<file path="config.mk">
export PLATFORM = sky130hd
export DESIGN_NAME = circular_deque_engine
export DESIGN_NICKNAME = d
export VERILOG_FILES = /design/src/hdl/cde_pkg.sv /design/src/hdl/cde_ram.sv /design/src/hdl/cde_front.sv /design/src/hdl/cde_back.sv /design/src/hdl/circular_deque_engine.sv
export SDC_FILE = /design/constraint.sdc
export NUM_CORES = 1
export LEC_CHECK = 0
export ABC_AREA = 0
export BUFFER_PORTS_ARGS = -buffer_cell sky130_fd_sc_hd__buf_2
export CAP_MARGIN = 20
export CORE_AREA = 5 5 314 162
export DETAILED_ROUTE_END_ITERATION = 8
export DIE_AREA = 0 0 319 167
export GPL_TIMING_DRIVEN = 0
export HOLD_SLACK_MARGIN = 0.06
export MAX_ROUTING_LAYER = met4
export PLACE_DENSITY = 0.84
export SKIP_CTS_REPAIR_TIMING = 1
export SLEW_MARGIN = 20
export SYNTH_ARGS = -nofsm -noshare
export SYNTH_HDL_FRONTEND = slang
export SYNTH_SLANG_ARGS = --single-unit
</file>
<file path="constraint.sdc">
create_clock -name i_clk -period 4.2 [get_ports i_clk]
set_clock_uncertainty 0.2 [all_clocks]
set_input_delay 0 -clock i_clk [delete_from_list [all_inputs] [get_ports i_clk]]
set_output_delay 0 -clock i_clk [all_outputs]
set_load 0.02 [all_outputs]
</file>
<file path="src/hdl/cde_pkg.sv">
// Shared types and constants for the circular deque engine.
`timescale 1ns / 1ps

package cde_pkg;

    localparam int WORD_W   = 32;
    localparam int OP_W     = 3;
    localparam int STATUS_W = 2;

    // Depth of the command queue between the front and the back.
    localparam int QUEUE_DEPTH = 2;

    typedef enum logic [OP_W-1:0] {
        OP_PUSH_FRONT = 3'd0,
        OP_PUSH_REAR  = 3'd1,
        OP_POP_FRONT  = 3'd2,
        OP_POP_REAR   = 3'd3,
        OP_LIST       = 3'd4
    } t_op;

    typedef enum logic [STATUS_W-1:0] {
        ST_OK        = 2'd0,
        ST_OVERFLOW  = 2'd1,
        ST_UNDERFLOW = 2'd2,
        ST_EMPTY     = 2'd3
    } t_status;

    typedef enum logic [1:0] {
        BK_IDLE,
        BK_POP_WAIT,
        BK_LIST
    } t_bk_state;

    // One decoded command as it travels from the front to the back.
    typedef struct packed {
        t_op               op;
        logic [WORD_W-1:0] value;
    } t_cmd;

    // One result item.
    typedef struct packed {
        t_status           status;
        logic [WORD_W-1:0] word;
        logic              last;
    } t_result;

    // Status of the back part, seen by the top level.
    typedef struct packed {
        logic empty;
        logic full;
        logic busy;
    } t_bk_stat;

endpackage

</file>
<file path="src/hdl/cde_ram.sv">
// Generic single-write, single-read RAM with a registered read port.
`timescale 1ns / 1ps

module cde_ram #(
    parameter int WIDTH = 32,
    parameter int DEPTH = 16
) (
    input  logic                     i_clk,
    input  logic                     i_wr_en,
    input  logic [$clog2(DEPTH)-1:0] i_wr_addr,
    input  logic [WIDTH-1:0]         i_wr_data,
    input  logic                     i_rd_en,
    input  logic [$clog2(DEPTH)-1:0] i_rd_addr,
    output logic [WIDTH-1:0]         o_rd_data
);

    logic [WIDTH-1:0] r_mem [DEPTH];
    logic [WIDTH-1:0] r_rd_data;

    always_ff @(posedge i_clk) begin
        if (i_wr_en) begin
            r_mem[i_wr_addr] <= i_wr_data;
        end
        if (i_rd_en) begin
            r_rd_data <= r_mem[i_rd_addr];
        end
    end

    assign o_rd_data = r_rd_data;

endmodule

</file>
<file path="src/hdl/cde_front.sv">
// Front part: accepts input transactions, decodes the opcode and queues commands.
`timescale 1ns / 1ps

module cde_front (
    input  logic                      i_clk,
    input  logic                      i_rst_n,
    input  logic                      i_valid,
    output logic                      o_ready,
    input  logic [cde_pkg::OP_W-1:0]   i_op,
    input  logic [cde_pkg::WORD_W-1:0] i_value,
    output logic                      o_cmd_valid,
    input  logic                      i_cmd_ready,
    output cde_pkg::t_cmd             o_cmd
);
    import cde_pkg::*;

    localparam int PTR_W = $clog2(QUEUE_DEPTH);
    localparam int CNT_W = $clog2(QUEUE_DEPTH + 1);

    t_cmd             r_q [QUEUE_DEPTH];
    logic [PTR_W-1:0] r_wr_ptr, n_wr_ptr;
    logic [PTR_W-1:0] r_rd_ptr, n_rd_ptr;
    logic [CNT_W-1:0] r_count, n_count;

    logic w_known;
    logic w_push;
    logic w_pop;

    // Opcodes outside the defined set are taken and dropped here.
    always_comb begin
        case (t_op'(i_op))
            OP_PUSH_FRONT, OP_PUSH_REAR, OP_POP_FRONT, OP_POP_REAR, OP_LIST: w_known = 1'b1;
            default: w_known = 1'b0;
        endcase
    end

    assign o_ready     = (r_count != CNT_W'(QUEUE_DEPTH));
    assign o_cmd_valid = (r_count != '0);
    assign o_cmd       = r_q[r_rd_ptr];

    assign w_push = i_valid && o_ready && w_known;
    assign w_pop  = o_cmd_valid && i_cmd_ready;

    always_comb begin
        n_wr_ptr = r_wr_ptr;
        n_rd_ptr = r_rd_ptr;
        n_count  = r_count;
        if (w_push) begin
            n_wr_ptr = (r_wr_ptr == PTR_W'(QUEUE_DEPTH - 1)) ? '0 : r_wr_ptr + 1'b1;
        end
        if (w_pop) begin
            n_rd_ptr = (r_rd_ptr == PTR_W'(QUEUE_DEPTH - 1)) ? '0 : r_rd_ptr + 1'b1;
        end
        if (w_push && !w_pop) begin
            n_count = r_count + 1'b1;
        end else if (w_pop && !w_push) begin
            n_count = r_count - 1'b1;
        end
    end

    always_ff @(posedge i_clk) begin
        if (!i_rst_n) begin
            r_wr_ptr <= '0;
            r_rd_ptr <= '0;
            r_count  <= '0;
        end else begin
            r_wr_ptr <= n_wr_ptr;
            r_rd_ptr <= n_rd_ptr;
            r_count  <= n_count;
        end
    end

    always_ff @(posedge i_clk) begin
        if (w_push) begin
            r_q[r_wr_ptr] <= '{op: t_op'(i_op), value: i_value};
        end
    end

endmodule

</file>
<file path="src/hdl/cde_back.sv">
// Back part: carries out deque commands against the store and drives the result register.
`timescale 1ns / 1ps

module cde_back #(
    parameter int DEPTH = 16
) (
    input  logic                      i_clk,
    input  logic                      i_rst_n,
    input  logic                      i_cmd_valid,
    output logic                      o_cmd_ready,
    input  cde_pkg::t_cmd             i_cmd,
    output logic                      o_out_valid,
    input  logic                      i_out_ready,
    output cde_pkg::t_result          o_out,
    output cde_pkg::t_bk_stat         o_stat,
    output logic                      o_wr_en,
    output logic [$clog2(DEPTH)-1:0]  o_wr_addr,
    output logic [cde_pkg::WORD_W-1:0] o_wr_data,
    output logic                      o_rd_en,
    output logic [$clog2(DEPTH)-1:0]  o_rd_addr,
    input  logic [cde_pkg::WORD_W-1:0] i_rd_data
);
    import cde_pkg::*;

    localparam int AW = $clog2(DEPTH);

    function automatic logic [AW-1:0] idx_next(input logic [AW-1:0] i);
        return (i == AW'(DEPTH - 1)) ? '0 : i + 1'b1;
    endfunction

    function automatic logic [AW-1:0] idx_prev(input logic [AW-1:0] i);
        return (i == '0) ? AW'(DEPTH - 1) : i - 1'b1;
    endfunction

    t_bk_state r_state, n_state;
    logic [AW-1:0] r_head, n_head;
    logic [AW-1:0] r_tail, n_tail;
    logic [AW-1:0] r_list_idx, n_list_idx;
    logic          r_empty, n_empty;
    logic          r_out_valid, n_out_valid;
    t_result       r_out;

    logic    w_full;
    logic    w_out_free;
    logic    w_load;
    logic    w_list_last;
    t_result w_res;

    assign w_full      = !r_empty && (idx_next(r_tail) == r_head);
    assign w_out_free  = !r_out_valid || i_out_ready;
    assign w_list_last = (r_list_idx == r_tail);

    always_ff @(posedge i_clk) begin
        if (!i_rst_n) begin
            r_state     <= BK_IDLE;
            r_head      <= '0;
            r_tail      <= '0;
            r_list_idx  <= '0;
            r_empty     <= 1'b1;
            r_out_valid <= 1'b0;
        end else begin
            r_state     <= n_state;
            r_head      <= n_head;
            r_tail      <= n_tail;
            r_list_idx  <= n_list_idx;
            r_empty     <= n_empty;
            r_out_valid <= n_out_valid;
        end
    end

    always_comb begin
        n_state     = r_state;
        n_head      = r_head;
        n_tail      = r_tail;
        n_list_idx  = r_list_idx;
        n_empty     = r_empty;
        o_cmd_ready = 1'b0;
        o_wr_en     = 1'b0;
        o_wr_addr   = '0;
        o_wr_data   = i_cmd.value;
        o_rd_en     = 1'b0;
        o_rd_addr   = '0;
        w_load      = 1'b0;
        w_res       = '{status: ST_OK, word: '0, last: 1'b1};

        case (r_state)
            BK_IDLE: begin
                if (i_cmd_valid && w_out_free) begin
                    o_cmd_ready = 1'b1;
                    case (i_cmd.op)
                        OP_PUSH_FRONT, OP_PUSH_REAR: begin
                            w_load = 1'b1;
                            if (w_full) begin
                                w_res.status = ST_OVERFLOW;
                            end else begin
                                o_wr_en = 1'b1;
                                if (r_empty) begin
                                    // The first word always lands in entry zero.
                                    n_head    = '0;
                                    n_tail    = '0;
                                    n_empty   = 1'b0;
                                    o_wr_addr = '0;
                                end else if (i_cmd.op == OP_PUSH_FRONT) begin
                                    n_head    = idx_prev(r_head);
                                    o_wr_addr = idx_prev(r_head);
                                end else begin
                                    n_tail    = idx_next(r_tail);
                                    o_wr_addr = idx_next(r_tail);
                                end
                            end
                        end
                        OP_POP_FRONT, OP_POP_REAR: begin
                            if (r_empty) begin
                                w_load       = 1'b1;
                                w_res.status = ST_UNDERFLOW;
                            end else begin
                                o_rd_en   = 1'b1;
                                o_rd_addr = (i_cmd.op == OP_POP_FRONT) ? r_head : r_tail;
                                n_state   = BK_POP_WAIT;
                                if (r_head == r_tail) begin
                                    n_empty = 1'b1;
                                    n_head  = '0;
                                    n_tail  = '0;
                                end else if (i_cmd.op == OP_POP_FRONT) begin
                                    n_head = idx_next(r_head);
                                end else begin
                                    n_tail = idx_prev(r_tail);
                                end
                            end
                        end
                        OP_LIST: begin
                            if (r_empty) begin
                                w_load       = 1'b1;
                                w_res.status = ST_EMPTY;
                            end else begin
                                o_rd_en    = 1'b1;
                                o_rd_addr  = r_head;
                                n_list_idx = r_head;
                                n_state    = BK_LIST;
                            end
                        end
                        default: begin
                        end
                    endcase
                end
            end
            BK_POP_WAIT: begin
                if (w_out_free) begin
                    w_load     = 1'b1;
                    w_res.word = i_rd_data;
                    n_state    = BK_IDLE;
                end
            end
            BK_LIST: begin
                // The read data for r_list_idx stays put until the next read is issued.
                if (w_out_free) begin
                    w_load     = 1'b1;
                    w_res.word = i_rd_data;
                    w_res.last = w_list_last;
                    if (w_list_last) begin
                        n_state = BK_IDLE;
                    end else begin
                        n_list_idx = idx_next(r_list_idx);
                        o_rd_en    = 1'b1;
                        o_rd_addr  = idx_next(r_list_idx);
                    end
                end
            end
            default: begin
                n_state = BK_IDLE;
            end
        endcase

        n_out_valid = w_load ? 1'b1 : (r_out_valid && !i_out_ready);
    end

    always_ff @(posedge i_clk) begin
        if (w_load) begin
            r_out <= w_res;
        end
    end

    assign o_out_valid = r_out_valid;
    assign o_out       = r_out;
    assign o_stat      = '{empty: r_empty, full: w_full, busy: (r_state != BK_IDLE)};

endmodule

</file>
<file path="src/hdl/circular_deque_engine.sv">
// Top level of the circular deque engine: front decoder, command queue, executor and store.
`timescale 1ns / 1ps

// This block keeps a double-ended queue of up to DEPTH signed 32-bit words in a
// circular store. Each input transaction carries an opcode in s_axis_tuser (push front,
// push rear, pop front, pop rear, list) and the word to push in s_axis_tdata. Every
// defined opcode produces result transactions on the m_axis side with a status in
// m_axis_tuser, a word in m_axis_tdata and m_axis_tlast on the final result of that
// command; undefined opcodes are accepted and produce nothing. A push to a full store
// reports overflow and leaves it alone, a pop from an empty store reports underflow,
// and a list of an empty store gives one result with status empty. The front part
// decodes and queues up to two commands, so input transactions keep flowing while the
// back part works or while a result waits to be taken. The back part runs one command
// at a time against a RAM with a registered read port: a push writes the store, a pop
// sends the address and then takes the read data, and a list makes one RAM read per
// listed word. Overflow, underflow and empty results need no access to the store.
// Results sit in one output register; a stalled m_axis_tready holds the back part.
// The store needs no clearing after reset, since a word is only read once written.
module circular_deque_engine #(
    parameter int DEPTH = 16
) (
    input  logic        i_clk,
    input  logic        i_rst_n,
    input  logic        s_axis_tvalid,
    output logic        s_axis_tready,
    input  logic [31:0] s_axis_tdata,   // [31:0] push_value
    input  logic [2:0]  s_axis_tuser,   // [2:0] opcode
    output logic        m_axis_tvalid,
    input  logic        m_axis_tready,
    output logic [31:0] m_axis_tdata,   // [31:0] data_word
    output logic [1:0]  m_axis_tuser,   // [1:0] status
    output logic        m_axis_tlast
);
    import cde_pkg::*;

    localparam int AW = $clog2(DEPTH);

    // Command channel between the front and the back.
    logic w_cmd_valid;
    logic w_cmd_ready;
    t_cmd w_cmd;

    // Result and store status from the back.
    t_result  w_out;
    t_bk_stat w_stat;

    // Store access.
    logic              w_wr_en;
    logic [AW-1:0]     w_wr_addr;
    logic [WORD_W-1:0] w_wr_data;
    logic              w_rd_en;
    logic [AW-1:0]     w_rd_addr;
    logic [WORD_W-1:0] w_rd_data;

    cde_front u_front (
        .i_clk       (i_clk),
        .i_rst_n     (i_rst_n),
        .i_valid     (s_axis_tvalid),
        .o_ready     (s_axis_tready),
        .i_op        (s_axis_tuser),
        .i_value     (s_axis_tdata),
        .o_cmd_valid (w_cmd_valid),
        .i_cmd_ready (w_cmd_ready),
        .o_cmd       (w_cmd)
    );

    cde_back #(
        .DEPTH (DEPTH)
    ) u_back (
        .i_clk       (i_clk),
        .i_rst_n     (i_rst_n),
        .i_cmd_valid (w_cmd_valid),
        .o_cmd_ready (w_cmd_ready),
        .i_cmd       (w_cmd),
        .o_out_valid (m_axis_tvalid),
        .i_out_ready (m_axis_tready),
        .o_out       (w_out),
        .o_stat      (w_stat),
        .o_wr_en     (w_wr_en),
        .o_wr_addr   (w_wr_addr),
        .o_wr_data   (w_wr_data),
        .o_rd_en     (w_rd_en),
        .o_rd_addr   (w_rd_addr),
        .i_rd_data   (w_rd_data)
    );

    cde_ram #(
        .WIDTH (WORD_W),
        .DEPTH (DEPTH)
    ) u_store (
        .i_clk     (i_clk),
        .i_wr_en   (w_wr_en),
        .i_wr_addr (w_wr_addr),
        .i_wr_data (w_wr_data),
        .i_rd_en   (w_rd_en),
        .i_rd_addr (w_rd_addr),
        .o_rd_data (w_rd_data)
    );

    assign m_axis_tdata = w_out.word;
    assign m_axis_tuser = w_out.status;
    assign m_axis_tlast = w_out.last;

`ifndef SYNTHESIS
    // The store comes out of reset empty.
    a_reset_empty: assert property (@(posedge i_clk)
        $rose(i_rst_n) |-> w_stat.empty)
        else $error("store not empty after reset");

    // While a pop or a list is in progress, no further command is taken.
    a_busy_holds_cmd: assert property (@(posedge i_clk) disable iff (!i_rst_n)
        w_stat.busy |-> !w_cmd_ready)
        else $error("command taken while back part busy");

    // Every accepted defined opcode shows up as a queued command.
    a_cmd_queued: assert property (@(posedge i_clk) disable iff (!i_rst_n)
        (s_axis_tvalid && s_axis_tready && (s_axis_tuser <= OP_LIST)) |=> w_cmd_valid)
        else $error("accepted command missing from queue");
`endif

endmodule

</file>
==> impl.org <==
** Run status
- Run status :: finished clean

** Placement
- The congestion estimate from routability-driven global placement came to 0.945.
- Count of buffers inserted at the top-level ports :: 75
- Timing analysis after detailed placement gives a worst setup slack of -0.262 ns.
- After legalization and detailed placement, the total HPWL measured 47300 um.
- Once placement finished, the instance area stood at 28600 sq um.

** Die
- For this configuration, the core starts out at a cell density of 55.4%.
- Num rows :: 57
- Width of the die :: 319 um
- The floorplan step defined a die boundary enclosing 53300 sq um.
- From bottom edge to top edge, the die measures 167 um.
- Boundary pin count :: 76
- Area of the placeable core :: 47900 sq um

** Power
- Total power after layout :: 15.3 mW
- Internal power contribution :: 11.4 mW
- Net Switching :: 3.90 mW
- Peak ir drop on the vdd network :: 0.000471 V
- Pwr/cell area :: 493 nW/um^2
- Share of total power consumed by net switching :: 25.4%
- Sequential cell fraction of total power :: 53.2%
- In this run, the clock network consumes 32.5% of the power.
- The analysis attributes to cell leakage a power of 10.1 nW.
- Comb power frac :: 14.3%

** Logic synthesis
- During synthesis, Yosys emitted a total of 0 warnings.
- After synthesis, the share of flip-flops with an asynchronous set or reset is 0%.
- Register bit total from synthesis :: 670
- Synth Net Count :: 1723
- The cell area that synthesis handed to floorplanning was 26500 sq um.
- Flip-flop cell with the highest count after synthesis :: sky130_fd_sc_hd__edfxtp_1
- Post-Syn Area per Cell :: 15.8 sq um
- Counting flops with a built-in enable in the synthesized netlist gives 649.
- Portion of the post-synthesis area used by sequential elements :: 75.1%
- Unique masters post-synth :: 67
- List of most frequent post-synthesis cells :: 649 x sky130_fd_sc_hd__edfxtp_1, 174 x sky130_fd_sc_hd__nand2_1, 154 x sky130_fd_sc_hd__a21oi_1, 130 x sky130_fd_sc_hd__a221oi_1, 96 x sky130_fd_sc_hd__mux2i_1
- After synthesis, the cell types taking the most area are sky130_fd_sc_hd__edfxtp_1 74%, sky130_fd_sc_hd__a221oi_1 4.3%, sky130_fd_sc_hd__mux2i_1 3.6%.
- In the post-synthesis netlist, the cell with the most instances is sky130_fd_sc_hd__edfxtp_1.
- Area share of the leading cell type in the synthesized netlist :: 73.5%
- Instance count of the mapped netlist :: 1674
- Yosys top cell by area :: sky130_fd_sc_hd__edfxtp_1

** Drt
- WL/cell :: 27.4 um
- Via Count :: 17036
- Antenna viol nets, final :: 0
- DRT Pass-1 Iters :: 6
- Using the TritonRoute via totals, the vias-per-cell ratio works out to 6.54.
- Drt first-iter violations :: 2989
- In the routed design, unresolved DRC markers number 0.
- After detailed routing, the total wire length is 71400 um.

** Critical path
- The critical path contains buffers and inverters numbering 2 combined.
- Data on the critical path arrives at its endpoint at 4.17 ns.
- Crit path max-delay cell type :: sky130_fd_sc_hd__a21oi_1
- Crit end category :: flop
- Most used cell, CP :: sky130_fd_sc_hd__a21oi_1
- CP delay by family, top :: compound AO/OA/AOI/OAI gates
- Critical path start-end classification :: flop to flop
- Of all nets on the critical path, the largest fanout is 10.
- The worst setup path is launched from a flop.
- Cell chain of the critical path :: buf_6 > mux2i_2 > nor3_2 > a32oi_1 > a21oi_1 > a21oi_1 > buf_2 > a221oi_1 > or4_1
- For this run, the slowest stage of the critical path takes 0.61 ns.
- Worst Path Required :: 4.32 ns

** Timing
- Highest Clock Rate :: 0.247 GHz
- Pins over their slew limit :: 0
- Hold timing on the final database bottoms out at a slack of 0.110 ns.
- Period utilization :: 96.5%
- Setup violations remaining at the end of the flow were counted as 0.
- Hold Violations, Final :: 0
- Setup repair after global routing left no endpoint under its margin.
- Worst slew pin tran :: 1.06 ns
- Setup_tns :: 0 ns
- Headroom to the max-slew limit came out at 29.4%.
- Worst Slack Setup Final :: 0.147 ns
- Min Tclk post-route :: 4.05 ns

** GRT
- The initial antenna violation count was 0.
- For this run the aggregate overflow at the end of global routing stands at 0.
- Largest net degree at the start of global routing :: 23
- First-pass GRT wire length :: 103000 um
- Total track usage :: 26.6%
- Via count of the first global-routing pass :: 16092

** Clocking
- For this design, the sink count on the clock tree is 670.
- No sink is reached through more buffers than the 3 on the longest clock path.
- Clock Pin Slew Worst Setup and Hold Paths :: 0.07 ns
- Number of CTS-inserted buffers :: 53
- Skew-Pair Late Insertion Delay :: 0.60 ns
- The clock tree synthesis step divided the H-tree into 2 levels.
- Clock tree from TritonCTS :: done
- Clock Root Buffer :: sky130_fd_sc_hd__clkbuf_16

** Cells and area
- Relative area change from synthesis to final layout :: 17.4%
- Final-stage net count :: 1967
- Layout Cell Area excl Fill :: 31100 sq um
- Cells with a size suffix above 1 make up 16.9% of the layout.
- Registers take 19900 sq um.
- Fill cells in the final layout number 3102.
- Multi-input logic area :: 6160 sq um

** Run
- Maxcap violations :: 0

** Hold path
- The worst hold path belongs to the class primary input to flop.
## state kept, by name, summed over array words and instances, names as in the netlist, 4 cells and up, named ones only
register / cells
u_back.r_head: 4
u_front.r_q: 70
u_store.o_rd_data: 32
u_back.r_tail: 4
u_store.r_mem: 512
u_back.o_out: 35
u_back.r_list_idx: 4
## tightest hold or removal path: cells and delay by family
kind            cells  cell delay (ns)
buf+inv             2             0.73
compound gates      1             0.13
## cell type report
class                   instances  area share (%)
diodes                          1         0.00804
well taps                     649            2.61
clock inverters                31           0.893
inverters                      19           0.229
multi-input cells             878            19.8
plain buffers                 107            1.72
repair buffers                189            6.26
flip-flops and latches        670            64.0
clock buffers                  61            4.50
## power by group through the flow
stage | combinational [mW] | sequential (mW) | clock (mW)
6_report | 2.19 | 8.16 | 4.99
5_1_grt | 2.33 | 8.18 | 5.30
3_5_place_dp | 2.08 | 8.31 | 0
4_1_cts | 2.09 | 8.16 | 4.98
3_3_place_gp | 1.86 | 8.34 | 0
2_1_floorplan | 1.07 | 8.48 | 0
## logic make-up after synthesis
family                     synth area share, %
AOI/OAI and AO/OA                         10.3
xor gates and xnor gates                 0.623
adders and majority gates                0.472
buffers and inverters                     2.28
DFF                                       75.1
muxes                                     5.36
and+or+nand+nor                           5.86
## cell usage in the layout, fill, tap and decap left out, drive strengths merged, types with 36 or more instances in the layout
master       synthesis  final
a21oi              172    172
a221oi             130    130
nor2                44     44
dlygate4sd3          0     73
and2                40     40
nand2              174    174
buf                 50    166
mux2                36     36
edfxtp             649    649
clkbuf              57    118
mux2i               99     99
## worst paths after layout
path / cells after the start / endpoint / start / slack (ns)
setup reg to reg: 9 / u_store.o_rd_data[23] / flop / 0.15
setup / recovery: 9 / u_store.o_rd_data[23] / flop / 0.15
hold / removal: 3 / u_front.r_count[1] / i_rst_n / 0.11
hold reg to reg: 2 / u_front.r_count[1] / u_front.r_count[1] / 0.31
## through the flow
stage | utilization, % | std cells
floorplan | - | 1674
global placement | 57.9 | 2398
detailed placement | 59.7 | 2427
CTS | 63.2 | 2519
global route | 65.0 | 2604
finish | 65.0 | 2605
## routing by layer
metal,routed length [um],vias up,GRT usage [%]
met1,28300,8353,38.9
met3,11200,189,8.70
met5,0,-,-
li1,-,7079,-
met4,2130,0,7.33
met2,29700,1415,35.9
Power figures use the tool's default switching activity.
